File: config.mk
export PLATFORM = sky130hd
export DESIGN_NAME = life_generation_row_stream
export DESIGN_NICKNAME = d
export VERILOG_FILES = /design/src/rtl/core/lgrs_pkg.sv /design/src/rtl/core/lgrs_front.sv /design/src/rtl/core/lgrs_queue.sv /design/src/rtl/core/lgrs_back.sv /design/src/rtl/core/life_generation_row_stream.sv
export SDC_FILE = /design/constraint.sdc
export NUM_CORES = 2
export LEC_CHECK = 0
export BUFFER_PORTS_ARGS = -buffer_cell sky130_fd_sc_hd__buf_2
export CAP_MARGIN = 40
export CORE_MARGIN = 2
export CORE_UTILIZATION = 55
export CTS_BUF_LIST = sky130_fd_sc_hd__clkbuf_4 sky130_fd_sc_hd__clkbuf_8 sky130_fd_sc_hd__clkbuf_16
export DETAILED_ROUTE_END_ITERATION = 8
export PLACE_DENSITY = 0.68
export SYNTH_ARGS = -nofsm -noshare
export SYNTH_HDL_FRONTEND = slang
export SYNTH_SLANG_ARGS = --single-unit
File: constraint.sdc
create_clock -name clk -period 10.3 [get_ports clk]
set_input_delay 1.03 -clock clk [delete_from_list [all_inputs] [get_ports clk]]
set_output_delay 1.03 -clock clk [all_outputs]
set_load 0.005 [all_outputs]
File: src/rtl/core/lgrs_pkg.sv
package lgrs_pkg;

  // Fixed field widths of the stream and configuration ports, column limits and job queue depth
  localparam int ROW_W       = 64;
  localparam int CFG_W       = 7;
  localparam int COLS_MAX    = 64;
  localparam int COLS_RESET  = 64;
  localparam int QUEUE_DEPTH = 4;

  typedef logic [ROW_W-1:0] row_word_t;
  typedef logic [CFG_W-1:0] cfg_cols_t;

endpackage

File: src/rtl/core/lgrs_front.sv
module lgrs_front #(
  parameter int COLS = 64
) (
  input  logic                    clk,
  input  logic                    rst_n,
  input  logic                    in_tvalid,
  output logic                    in_tready,
  input  lgrs_pkg::row_word_t     in_tdata,   // row_cells
  input  logic                    in_tlast,   // last_row
  input  logic [COLS-1:0]         col_mask,
  output logic                    push_valid,
  input  logic                    push_ready,
  output logic [3*COLS+1:0]       push_data   // up, mid, down, last, split
);
  import lgrs_pkg::*;

  logic [COLS-1:0] above_r, above_nxt;
  logic [COLS-1:0] middle_r, middle_nxt;
  logic            have_row_r, have_row_nxt;
  logic [COLS-1:0] cur;
  logic            acc;

  // Classify the incoming row: buffer only, one job, or a job with a tail
  always_comb begin
    cur        = in_tdata[COLS-1:0] & col_mask;
    in_tready  = push_ready;
    acc        = in_tvalid & push_ready;
    push_valid = in_tvalid & (have_row_r | in_tlast);
    if (have_row_r) begin
      push_data = {in_tlast, in_tlast, cur, middle_r, above_r};
    end else begin
      push_data = {1'b0, 1'b1, {COLS{1'b0}}, cur, {COLS{1'b0}}};
    end
  end

  // Row buffers; a last row clears them for the next grid
  always_comb begin
    above_nxt    = above_r;
    middle_nxt   = middle_r;
    have_row_nxt = have_row_r;
    if (acc) begin
      if (in_tlast) begin
        above_nxt    = '0;
        middle_nxt   = '0;
        have_row_nxt = 1'b0;
      end else begin
        above_nxt    = middle_r;
        middle_nxt   = cur;
        have_row_nxt = 1'b1;
      end
    end
  end

  always_ff @(posedge clk) begin
    if (!rst_n) begin
      above_r    <= '0;
      middle_r   <= '0;
      have_row_r <= 1'b0;
    end else begin
      above_r    <= above_nxt;
      middle_r   <= middle_nxt;
      have_row_r <= have_row_nxt;
    end
  end

`ifndef SYNTHESIS
  // With no row buffered both buffers must be dead
  a_empty_buffers: assert property (@(posedge clk) disable iff (!rst_n)
    !have_row_r |-> (above_r == '0 && middle_r == '0))
    else $error("row buffers not clear while empty");
`endif

endmodule

File: src/rtl/core/lgrs_queue.sv
module lgrs_queue #(
  parameter int WIDTH = 194,
  parameter int DEPTH = 4
) (
  input  logic             clk,
  input  logic             rst_n,
  input  logic             push_valid,
  output logic             push_ready,
  input  logic [WIDTH-1:0] push_data,
  output logic             pop_valid,
  input  logic             pop_ready,
  output logic [WIDTH-1:0] pop_data
);
  import lgrs_pkg::*;

  localparam int PTR_W = (DEPTH > 1) ? $clog2(DEPTH) : 1;
  localparam int CNT_W = $clog2(DEPTH + 1);

  logic [WIDTH-1:0] entry_r [DEPTH];
  logic [PTR_W-1:0] wr_ptr_r, wr_ptr_nxt;
  logic [PTR_W-1:0] rd_ptr_r, rd_ptr_nxt;
  logic [CNT_W-1:0] count_r, count_nxt;
  logic             push_fire, pop_fire;

  assign push_ready = (count_r != CNT_W'(DEPTH));
  assign pop_valid  = (count_r != '0);
  assign pop_data   = entry_r[rd_ptr_r];
  assign push_fire  = push_valid & push_ready;
  assign pop_fire   = pop_valid & pop_ready;

  // Pointer and fill bookkeeping
  always_comb begin
    wr_ptr_nxt = wr_ptr_r;
    rd_ptr_nxt = rd_ptr_r;
    count_nxt  = count_r;
    if (push_fire) begin
      wr_ptr_nxt = (wr_ptr_r == PTR_W'(DEPTH - 1)) ? '0 : wr_ptr_r + 1'b1;
    end
    if (pop_fire) begin
      rd_ptr_nxt = (rd_ptr_r == PTR_W'(DEPTH - 1)) ? '0 : rd_ptr_r + 1'b1;
    end
    if (push_fire && !pop_fire) begin
      count_nxt = count_r + 1'b1;
    end else if (!push_fire && pop_fire) begin
      count_nxt = count_r - 1'b1;
    end
  end

  always_ff @(posedge clk) begin
    if (!rst_n) begin
      wr_ptr_r <= '0;
      rd_ptr_r <= '0;
      count_r  <= '0;
    end else begin
      wr_ptr_r <= wr_ptr_nxt;
      rd_ptr_r <= rd_ptr_nxt;
      count_r  <= count_nxt;
    end
  end

  // Entry storage
  always_ff @(posedge clk) begin
    if (push_fire) begin
      entry_r[wr_ptr_r] <= push_data;
    end
  end

`ifndef SYNTHESIS
  // A lone push grows the fill by exactly one
  a_fill_step: assert property (@(posedge clk) disable iff (!rst_n)
    (push_fire && !pop_fire) |=> (count_r == $past(count_r) + 1'b1))
    else $error("queue fill did not advance on push");
`endif

endmodule

File: src/rtl/core/lgrs_back.sv
module lgrs_back #(
  parameter int COLS = 64
) (
  input  logic                    clk,
  input  logic                    rst_n,
  input  logic                    pop_valid,
  output logic                    pop_ready,
  input  logic [3*COLS+1:0]       pop_data,
  input  logic [COLS-1:0]         col_mask,
  output logic                    out_tvalid,
  input  logic                    out_tready,
  output lgrs_pkg::row_word_t     out_tdata,  // next_row
  output logic                    out_tlast   // is_last
);
  import lgrs_pkg::*;

  localparam logic [3:0] BIRTH_COUNT = 4'd3;
  localparam logic [3:0] KEEP_COUNT  = 4'd2;

  typedef enum logic [1:0] {
    PH_MAIN = 2'b01,
    PH_TAIL = 2'b10
  } back_phase_t;

  back_phase_t     phase_r, phase_nxt;
  logic            out_valid_r, out_valid_nxt;
  logic [COLS-1:0] out_row_r;
  logic            out_last_r;
  logic [COLS-1:0] job_up, job_mid, job_down;
  logic            job_last, job_split;
  logic [COLS-1:0] row_a, row_b, row_c;
  logic [COLS-1:0] res;
  logic            load;

  // One generation step for a row, neighbors outside the grid dead
  function automatic logic [COLS-1:0] life_row(input logic [COLS-1:0] a,
                                               input logic [COLS-1:0] b,
                                               input logic [COLS-1:0] c);
    logic [COLS+1:0] pa, pb, pc;
    logic [COLS-1:0] r;
    logic [3:0]      cnt;
    pa = {1'b0, a, 1'b0};
    pb = {1'b0, b, 1'b0};
    pc = {1'b0, c, 1'b0};
    for (int j = 0; j < COLS; j++) begin
      cnt = 4'(pa[j]) + 4'(pa[j+1]) + 4'(pa[j+2]) + 4'(pb[j]) + 4'(pb[j+2])
          + 4'(pc[j]) + 4'(pc[j+1]) + 4'(pc[j+2]);
      if (pb[j+1]) begin
        r[j] = (cnt == KEEP_COUNT) || (cnt == BIRTH_COUNT);
      end else begin
        r[j] = (cnt == BIRTH_COUNT);
      end
    end
    return r;
  endfunction

  assign job_up    = pop_data[COLS-1:0];
  assign job_mid   = pop_data[2*COLS-1:COLS];
  assign job_down  = pop_data[3*COLS-1:2*COLS];
  assign job_last  = pop_data[3*COLS];
  assign job_split = pop_data[3*COLS+1];

  // Tail pass evaluates the last row with a dead row below
  always_comb begin
    load      = pop_valid & (~out_valid_r | out_tready);
    pop_ready = load & ((phase_r == PH_TAIL) | ~job_split);
    if (phase_r == PH_TAIL) begin
      row_a = job_mid;
      row_b = job_down;
      row_c = '0;
    end else begin
      row_a = job_up;
      row_b = job_mid;
      row_c = job_down;
    end
    // buffered rows may predate a width change, so mask them with the current width
    res = life_row(row_a & col_mask, row_b & col_mask, row_c & col_mask) & col_mask;
  end

  // Phase sequencer
  always_comb begin
    phase_nxt = phase_r;
    unique case (phase_r)
      PH_MAIN: begin
        if (load && job_split) phase_nxt = PH_TAIL;
      end
      PH_TAIL: begin
        if (load) phase_nxt = PH_MAIN;
      end
      default: phase_nxt = PH_MAIN;
    endcase
  end

  always_comb begin
    out_valid_nxt = out_valid_r;
    if (load) begin
      out_valid_nxt = 1'b1;
    end else if (out_tready) begin
      out_valid_nxt = 1'b0;
    end
  end

  always_ff @(posedge clk) begin
    if (!rst_n) begin
      phase_r     <= PH_MAIN;
      out_valid_r <= 1'b0;
    end else begin
      phase_r     <= phase_nxt;
      out_valid_r <= out_valid_nxt;
    end
  end

  // Output register
  always_ff @(posedge clk) begin
    if (load) begin
      out_row_r  <= res;
      out_last_r <= (phase_r == PH_TAIL) | (job_last & ~job_split);
    end
  end

  assign out_tvalid = out_valid_r;
  assign out_tdata  = ROW_W'(out_row_r);
  assign out_tlast  = out_last_r;

`ifndef SYNTHESIS
  // The tail pass works on the entry still held at the queue head
  a_tail_holds_job: assert property (@(posedge clk) disable iff (!rst_n)
    (phase_r == PH_TAIL) |-> pop_valid)
    else $error("tail pass without a queued job");

  // The first half of a split job is never marked last
  a_split_not_last: assert property (@(posedge clk) disable iff (!rst_n)
    (load && phase_r == PH_MAIN && job_split) |=> (out_tvalid && !out_tlast))
    else $error("first result of a last row marked last");
`endif

endmodule

File: src/rtl/core/life_generation_row_stream.sv
// Channel | Dir | tdata              | tlast    | Handshake
// in_     | in  | row_cells[63:0]    | last_row | in_tvalid / in_tready
// out_    | out | next_row[63:0]     | is_last  | out_tvalid / out_tready
// cfg_    | in  | cols_in_use[6:0]   | -        | cfg_wen, no wait
// One row is taken per cycle while the queue has room; results are registered at the output.
// A last row after a buffered row yields two results, a main pass and a tail pass of its job.
// The four-entry job queue lets the input keep flowing while the output stalls, until it fills.
// Reset (rst_n low, synchronous) clears the row buffers and sets 64 columns.
module life_generation_row_stream #(
  parameter int COLS = lgrs_pkg::COLS_MAX
) (
  input  logic                 clk,
  input  logic                 rst_n,
  input  logic                 in_tvalid,
  output logic                 in_tready,
  input  lgrs_pkg::row_word_t  in_tdata,   // row_cells
  input  logic                 in_tlast,   // last_row
  output logic                 out_tvalid,
  input  logic                 out_tready,
  output lgrs_pkg::row_word_t  out_tdata,  // next_row
  output logic                 out_tlast,  // is_last
  input  logic                 cfg_wen,
  input  lgrs_pkg::cfg_cols_t  cfg_wdata   // cols_in_use
);
  import lgrs_pkg::*;

  localparam int JOB_W = 3 * COLS + 2;

  cfg_cols_t        cols_r;
  cfg_cols_t        live;
  logic [COLS-1:0]  col_mask;
  logic             push_valid, push_ready;
  logic [JOB_W-1:0] push_data;
  logic             pop_valid, pop_ready;
  logic [JOB_W-1:0] pop_data;

  // Column count register
  always_ff @(posedge clk) begin
    if (!rst_n) begin
      cols_r <= CFG_W'(COLS_RESET);
    end else if (cfg_wen) begin
      cols_r <= cfg_wdata;
    end
  end

  // Clamp to 1..COLS and build the live-column mask
  always_comb begin
    if (cols_r == '0) begin
      live = CFG_W'(1);
    end else if (cols_r > CFG_W'(COLS)) begin
      live = CFG_W'(COLS);
    end else begin
      live = cols_r;
    end
    for (int j = 0; j < COLS; j++) begin
      col_mask[j] = (CFG_W'(j) < live);
    end
  end

  lgrs_front #(.COLS(COLS)) u_front (
    .clk        (clk),
    .rst_n      (rst_n),
    .in_tvalid  (in_tvalid),
    .in_tready  (in_tready),
    .in_tdata   (in_tdata),
    .in_tlast   (in_tlast),
    .col_mask   (col_mask),
    .push_valid (push_valid),
    .push_ready (push_ready),
    .push_data  (push_data)
  );

  lgrs_queue #(.WIDTH(JOB_W), .DEPTH(QUEUE_DEPTH)) u_queue (
    .clk        (clk),
    .rst_n      (rst_n),
    .push_valid (push_valid),
    .push_ready (push_ready),
    .push_data  (push_data),
    .pop_valid  (pop_valid),
    .pop_ready  (pop_ready),
    .pop_data   (pop_data)
  );

  lgrs_back #(.COLS(COLS)) u_back (
    .clk        (clk),
    .rst_n      (rst_n),
    .pop_valid  (pop_valid),
    .pop_ready  (pop_ready),
    .pop_data   (pop_data),
    .col_mask   (col_mask),
    .out_tvalid (out_tvalid),
    .out_tready (out_tready),
    .out_tdata  (out_tdata),
    .out_tlast  (out_tlast)
  );

endmodule
[Word level (Yosys, flattened, before mapping)]
Memory sizes are Yosys's and may differ from the RTL's. A register that Yosys moved wholly into a read port is not among the register bits.
Cells that the tools add are included.
Cells by class
  magnitude comparators: 65
  bitwise operators: 18
  equal/unequal tests: 135
  $add $sub $neg: 445
  multiplexer cells: 86
  reduce and logical (&&, ||, !) cells: 74
Operators by type and width (count)
  $add 4x1->4: 378
  $eq 4x2->1 const B: 128
  $and 64x64->64: 5
  $mux 64: 5
  $lt 6x7->1 const A: 32
  $mux 194: 1
  $add 1x1->2: 63
  $lt 5x7->1 const A: 16
  $mux 1: 69
  $logic_or 1x1->1: 64
  $lt 4x7->1 const A: 8
  $lt 3x7->1 const A: 4
  $lt 1x7->1 const A: 2
  $lt 2x7->1 const A: 2
  $mux 7: 2
  $mux 2: 6
  $and 1x1->1: 7
  $gt 7x7->1 const B: 1
  $logic_not 7->1: 1
  $eq 2x2->1 const B: 3
  $mux 3: 2
  $add 2x1->2 const B: 2
  $ne 2x1->1 const B: 2
  $or 1x1->1: 4
  other kinds (11): 16
Word-level totals
  logic and storage cells: 835
  memory bits (writable): 776
  input bits: 77
  register bits: 211
  output and inout bits: 67
  memories kept: 1
Memories
  u_queue.entry_r: words 4, bits a word 194, read ports 1, clocked after Yosys merged registers in 1, wr ports 1, line lgrs_queue.sv:19  | logic [WIDTH-1:0] entry_r [DEPTH];

[Logic depth before layout (Yosys ltp)]
  depth in word-level cells: 16
  mapped depth: 20
  depth with buffers taken out: 16

[Modules after synthesis]
From an unflattened synthesis, not the netlist that was laid out.
Second synthesis, totals
  cells, all modules: 3421
  area, all modules: 50901.3 µm²
By module, submodules not included
  lgrs_queue: seq. area each 23482.5 µm², instances 1, cells each 1065, area each 28491.1 µm²
  lgrs_back: seq. area each 2011.9 µm², instances 1, cells each 1282, area each 13797.0 µm²
  lgrs_front: seq. area each 2582.5 µm², instances 1, cells each 941, area each 7785.0 µm²
  life_generation_row_stream: seq. area each 140.1 µm², instances 1, cells each 133, area each 828.3 µm²

[Worst setup path after synthesis]
OpenSTA, ideal clock, no wires.
  path kind: in2reg
  start point: in in_tvalid
  end point: mem u_queue.entry_r[0][0] (enable)
  library setup time: 578 ps
  buffers on the path: 0
  stages: 3
  data arrival time: 5875 ps
  path slack: 3847 ps
  data required time: 9722 ps
  cells stage by stage: nand2_1 > nor2_1 > and2_1
On the way
  cells in the longest elaborated chain, start to end: 4
RTL lines
  start: declaration: line life_generation_row_stream.sv:14  | input logic in_tvalid,
  $and 1x1->1: line lgrs_front.sv:28  | push_valid = in_tvalid & (have_row_r | in_tlast);
  $and 1x1->1: line lgrs_queue.sv:28  | assign push_fire = push_valid & push_ready;
  via u_queue.push_fire: line lgrs_queue.sv:23  | logic push_fire, pop_fire;
  $mux 1: line lgrs_queue.sv:63  | if (push_fire) begin
  $mux 1 (not written as such): line lgrs_queue.sv:64  | entry_r[wr_ptr_r] <= push_data;
  end: declaration: line lgrs_queue.sv:19
The timed path passes the listed nets, and every way through them passes these cells.

[Final worst setup path]
  start point: reg cols_r[3]
  end point: reg u_back.out_row_r[44] (netlist: u_back.out_tdata[44]), data pin
On the way
  cells in the longest elaborated chain, start to end: 16
  elaborated cells on any way between the ends: 22
  classes of those cells: 7 x add/sub; 4 x order compare; 2 x eq/ne; 3 x mux; 4 x bitwise; 2 x reduce/logical
RTL lines
  start: declaration: line life_generation_row_stream.sv:29  | cfg_cols_t cols_r;
  start signal: assignment: line life_generation_row_stream.sv:40  | cols_r <= CFG_W'(COLS_RESET);
  start signal: assignment: line life_generation_row_stream.sv:42  | cols_r <= cfg_wdata;
  $gt 7x7->1: line life_generation_row_stream.sv:50  | end else if (cols_r > CFG_W'(COLS)) begin
  $mux 7: line life_generation_row_stream.sv:50
  $mux 7 (*): line life_generation_row_stream.sv:48  | if (cols_r == '0) begin
  $lt 6x7->1: line life_generation_row_stream.sv:56  | col_mask[j] = (CFG_W'(j) < live);
  $and 64x64->64: line lgrs_back.sv:77  | res = life_row(row_a & col_mask, row_b & col_mask, row_c & col_mask) & col_mask;
  $add 1x1->2: line lgrs_back.sv:46  | cnt = 4'(pa[j]) + 4'(pa[j+1]) + 4'(pa[j+2]) + 4'(pb[j]) + 4'(pb[j+2])
  $add 4x1->4 (3 in a row): line lgrs_back.sv:46
  $add 4x1->4 (3 in a row): line lgrs_back.sv:47  | + 4'(pc[j]) + 4'(pc[j+1]) + 4'(pc[j+2]);
  $eq 4x2->1, on equally long branches: line lgrs_back.sv:49, lgrs_back.sv:51
  $logic_or 1x1->1: line lgrs_back.sv:49  | r[j] = (cnt == KEEP_COUNT) || (cnt == BIRTH_COUNT);
  $mux 1: line lgrs_back.sv:48  | if (pb[j+1]) begin
  $and 64x64->64 (*): line lgrs_back.sv:77
  via u_back.res[44]: line lgrs_back.sv:32  | logic [COLS-1:0] res;
  end signal: assignment: line lgrs_back.sv:116  | out_row_r <= res;
  end: declaration: line lgrs_back.sv:27  | logic [COLS-1:0] out_row_r;
Mark *: on every way through the listed nets, which the timed path passes. The rest lies on a longest branch.
A chain may end at the register's enable or synchronous reset.

==> out/summary.md <==
The flow ran to the end, and the final reports show no timing, DRC or antenna violations. The layout has 7424 filler cells. After detailed routing, the average wire length per cell comes to 23.5 um. Across the VDD grid, the largest voltage drop is 0.000173 V. The tools report the worst hold-check slack as 0.488 ns. The tools report the critical hold path startpoint as u_front.middle_r[45]. After global routing the overflow that remains totals 0.

For the full die area, the log shows 99200 sq um. Primary flip-flop cell chosen by synthesis mapping: edfxtp_1. Counting the buffers created by CTS gives 103. The run gives 0.0296 ns as the maximum clock skew at final layout. For the worst-skew pair, the clock arrives at the later sink with an insertion delay of 0.67 ns.

The worst min-delay path class was reg -> reg. After the first detailed-routing iteration, the DRC count stood at 2798. The distinct cell type count after synthesis was 86. The run gives 0 as the final hold violation count. Of the cells placed in the final design, the portion with a size suffix greater than 1 is 15.4%. The number of nets handed over by synthesis was 4624. The logs give 33.6k for the via count of the first global-routing pass and 28200 sq um for the footprint of the flip-flops and latches. CTS placed an instance of clkbuf_16 at the clock tree root. Setup violations remaining at the end of the flow were counted as 0. The logs give 0 for the number of max-slew violations in the final report and 61.1% for the core utilization of the finished layout. The number of enable-type register cells in the synthesized netlist is 841. The biggest fanout along the worst timing path came out at 21. The most frequent standard cell in the layout excluding fill and tap cells was edfxtp_1. Max-cap violations in this run came to 0.

The tools report the total negative setup slack as 0 ns. During I/O placement, the number of pins put on the boundary was 144. The tools report the critical path launch point type as a register.

In this run the cell area of the synthesized design comes to 53200 sq um. Total vias in the final route: 33.3k. The aggregate routed wire length is 133 mm, and the number of placement rows is 114. After floorplanning, the core was sized to cover 96300 sq um.

The tools report the startpoint of the lowest-slack register-to-register path as cols_r[3]. For this design the ratio of total power to cell area is 313 nW/um^2. After synthesis, the share of flip-flops with an asynchronous set or reset is 0%. The worst setup path is captured at a register.

The count of state elements after synthesis came out at 989. The analysis attributes to cell leakage a power of 0.0216 uW. Entering global routing, the biggest net connects 161 pins. Synthesis produced a netlist whose cell count is 4159. The initial core utilization was 55.3%; the relative area change from synthesis to final layout was 10.6%. Dividing the final minimum period by the clock period gives 55.8%.

The critical setup path kind was reg -> reg. The die height is 315 um, and the detailed-route vias per instance is 5.91. The first global-routing pass estimated 202 mm of wire. After clock tree synthesis, the clock-pin slew on the worst setup and hold paths is 0.06 ns.

Summing all multi-input logic gate instances after layout gives 22600 sq um. The run gives 5 as the length of the first detailed-routing pass in iterations. The die extent in x was 315 um; the maximum buffer depth of the clock tree was 3. Gates resized during post-CTS repair numbered 0. Hold repair after CTS inserted 0 buffers. The mean cell area of the mapped netlist came out at 12.8 sq um. The data required time of the worst path is 10.73 ns.

TritonCTS built the clock tree. For the pin with the worst max-slew slack, the measured transition is 1.14 ns. The congestion estimate from routability-driven global placement came to 0.845. For this run, the post-layout net count is 4735.

For the number of levels the H-tree was split into, the log shows 3. The total global routing track utilization was 27.0%; the maximum clock frequency was 174 MHz. Once detail routing completed, the nets flagged for antenna violations numbered 0. Headroom to the max-slew limit came out at 24.1%.

Detailed placement finished with a half-perimeter wire length of 85.4 mm. The clock period minus final worst setup slack was 5.75 ns; the number of input and output port buffers inserted was 143. Tracing the worst setup path back leads to its startpoint at cols_r[3]. The library cells used most frequently in the layout, excluding fill and tap cells, are 841 x edfxtp_1, 357 x nand2_1, 337 x inv_1. Setup repair after global routing left no endpoint under its margin. The run gives 7 as the initial antenna violation count. For this run, the register share of the synthesized area comes to 53.0%. For the worst setup path, the data arrival time is 6.18 ns. For this run, the number of Yosys warnings is 0.

After clock tree synthesis, the setup repair step added 0 buffers. The number of remaining DRC errors is 0, and the number of sinks on the clock net is 989.
-- synthesized netlist by cell type, drive strengths merged, types with 82 or more instances --
master | count | share of area, %
clkbuf | 85 | 0.60
nand3 | 82 | 0.77
ha | 185 | 4.4
dfxtp | 148 | 5.6
inv | 338 | 2.4
mux4 | 137 | 5.8
fa | 203 | 7.6
edfxtp | 841 | 47
o21ai | 94 | 0.95
mux2i | 138 | 2.6
nand2 | 359 | 2.5
nor2 | 209 | 1.5
nor2b | 203 | 2.4
buf | 118 | 1.6
a21oi | 207 | 2.1
and2 | 124 | 1.5
-- registers in the layout (all words and copies together) (netlist names), named ones only --
signal	flops
u_queue.entry_r	776
u_back.out_tdata	64
u_front.above_r	64
u_front.middle_r	64
cols_r	7
u_queue.count_r	3
u_back.phase_r	2
u_queue.rd_ptr_r	2
u_queue.wr_ptr_r	2
u_back.out_tlast	1
u_back.out_tvalid	1
u_front.have_row_r	1
-- cell type report --
class	count	area share [%]
multi-input combinational	2628	38.4
clock inverter	55	1.12
inverter	339	2.17
sequential	989	48.0
tap	1276	2.71
clock buffer	140	5.09
timing repair buffer	209	2.50
antenna	2	0.00851
-- final timing paths --
check | to | slack (ns) | depth (start not counted)
max | u_back.out_tdata[44] | 4.55 | 14
min | u_front.middle_r[45] | 0.49 | 2
max reg2reg | u_back.out_tdata[44] | 4.55 | 14
min reg2reg | u_front.middle_r[45] | 0.49 | 2
-- per-layer routing --
metal / part of all wire (%) / track usage (%)
met1: 41 / 36.8
met2: 48 / 44.1
met3: 7.6 / 4.56
met4: 3.4 / 9.60
met5: 0.029 / 0
-- cell families (layout without fill, tap and decap cells) --
kind of cell | after synthesis | after routing | share of synthesized area, %
other cells | 0 | 2 | 0
buf+inv | 542 | 743 | 4.59
simple gates | 1240 | 1240 | 12.0
flops | 989 | 989 | 53.0
xor+xnor | 102 | 102 | 1.68
fa+ha+maj | 388 | 388 | 12.0
compound gates | 596 | 596 | 7.70
mux | 302 | 302 | 8.98
-- per-stage QoR --
stage / area, sq um / total power [uW] / cells / worst slack [ns]
floorplan: 53200 / 12400 / 4159 / 3.85
global placement: 54900 / 14100 / 5424 / 4.34
detailed placement: 55200 / 14600 / 5440 / 4.51
CTS: 58800 / 18600 / 5635 / 4.48
global route: 58800 / 20100 / 5637 / 3.99
finish: 58800 / 18400 / 5638 / 4.55
-- worst max-delay path: stages (launching register included) --
cell       delay, ns
dfxtp_1         0.70
buf_4           0.48
o21ai_0         0.28
nor2b_1         0.35
nor2_1          0.63
nand3_1         0.40
fa_1            0.62
xor2_1          0.19
ha_1            0.33
fa_1            0.19
inv_1           0.05
fa_1            0.37
a2111oi_0       0.37
a21oi_1         0.08
a2111oi_0       0.45
-- power breakdown --
part	internal [uW]	total (uW)	switching (uW)
Sequential	4950	5130	173
Clock	2390	3950	1560
Combinational	4160	9340	5180
Total	11500	18400	6920
Note: power is estimated with default switching activity, not from simulation.
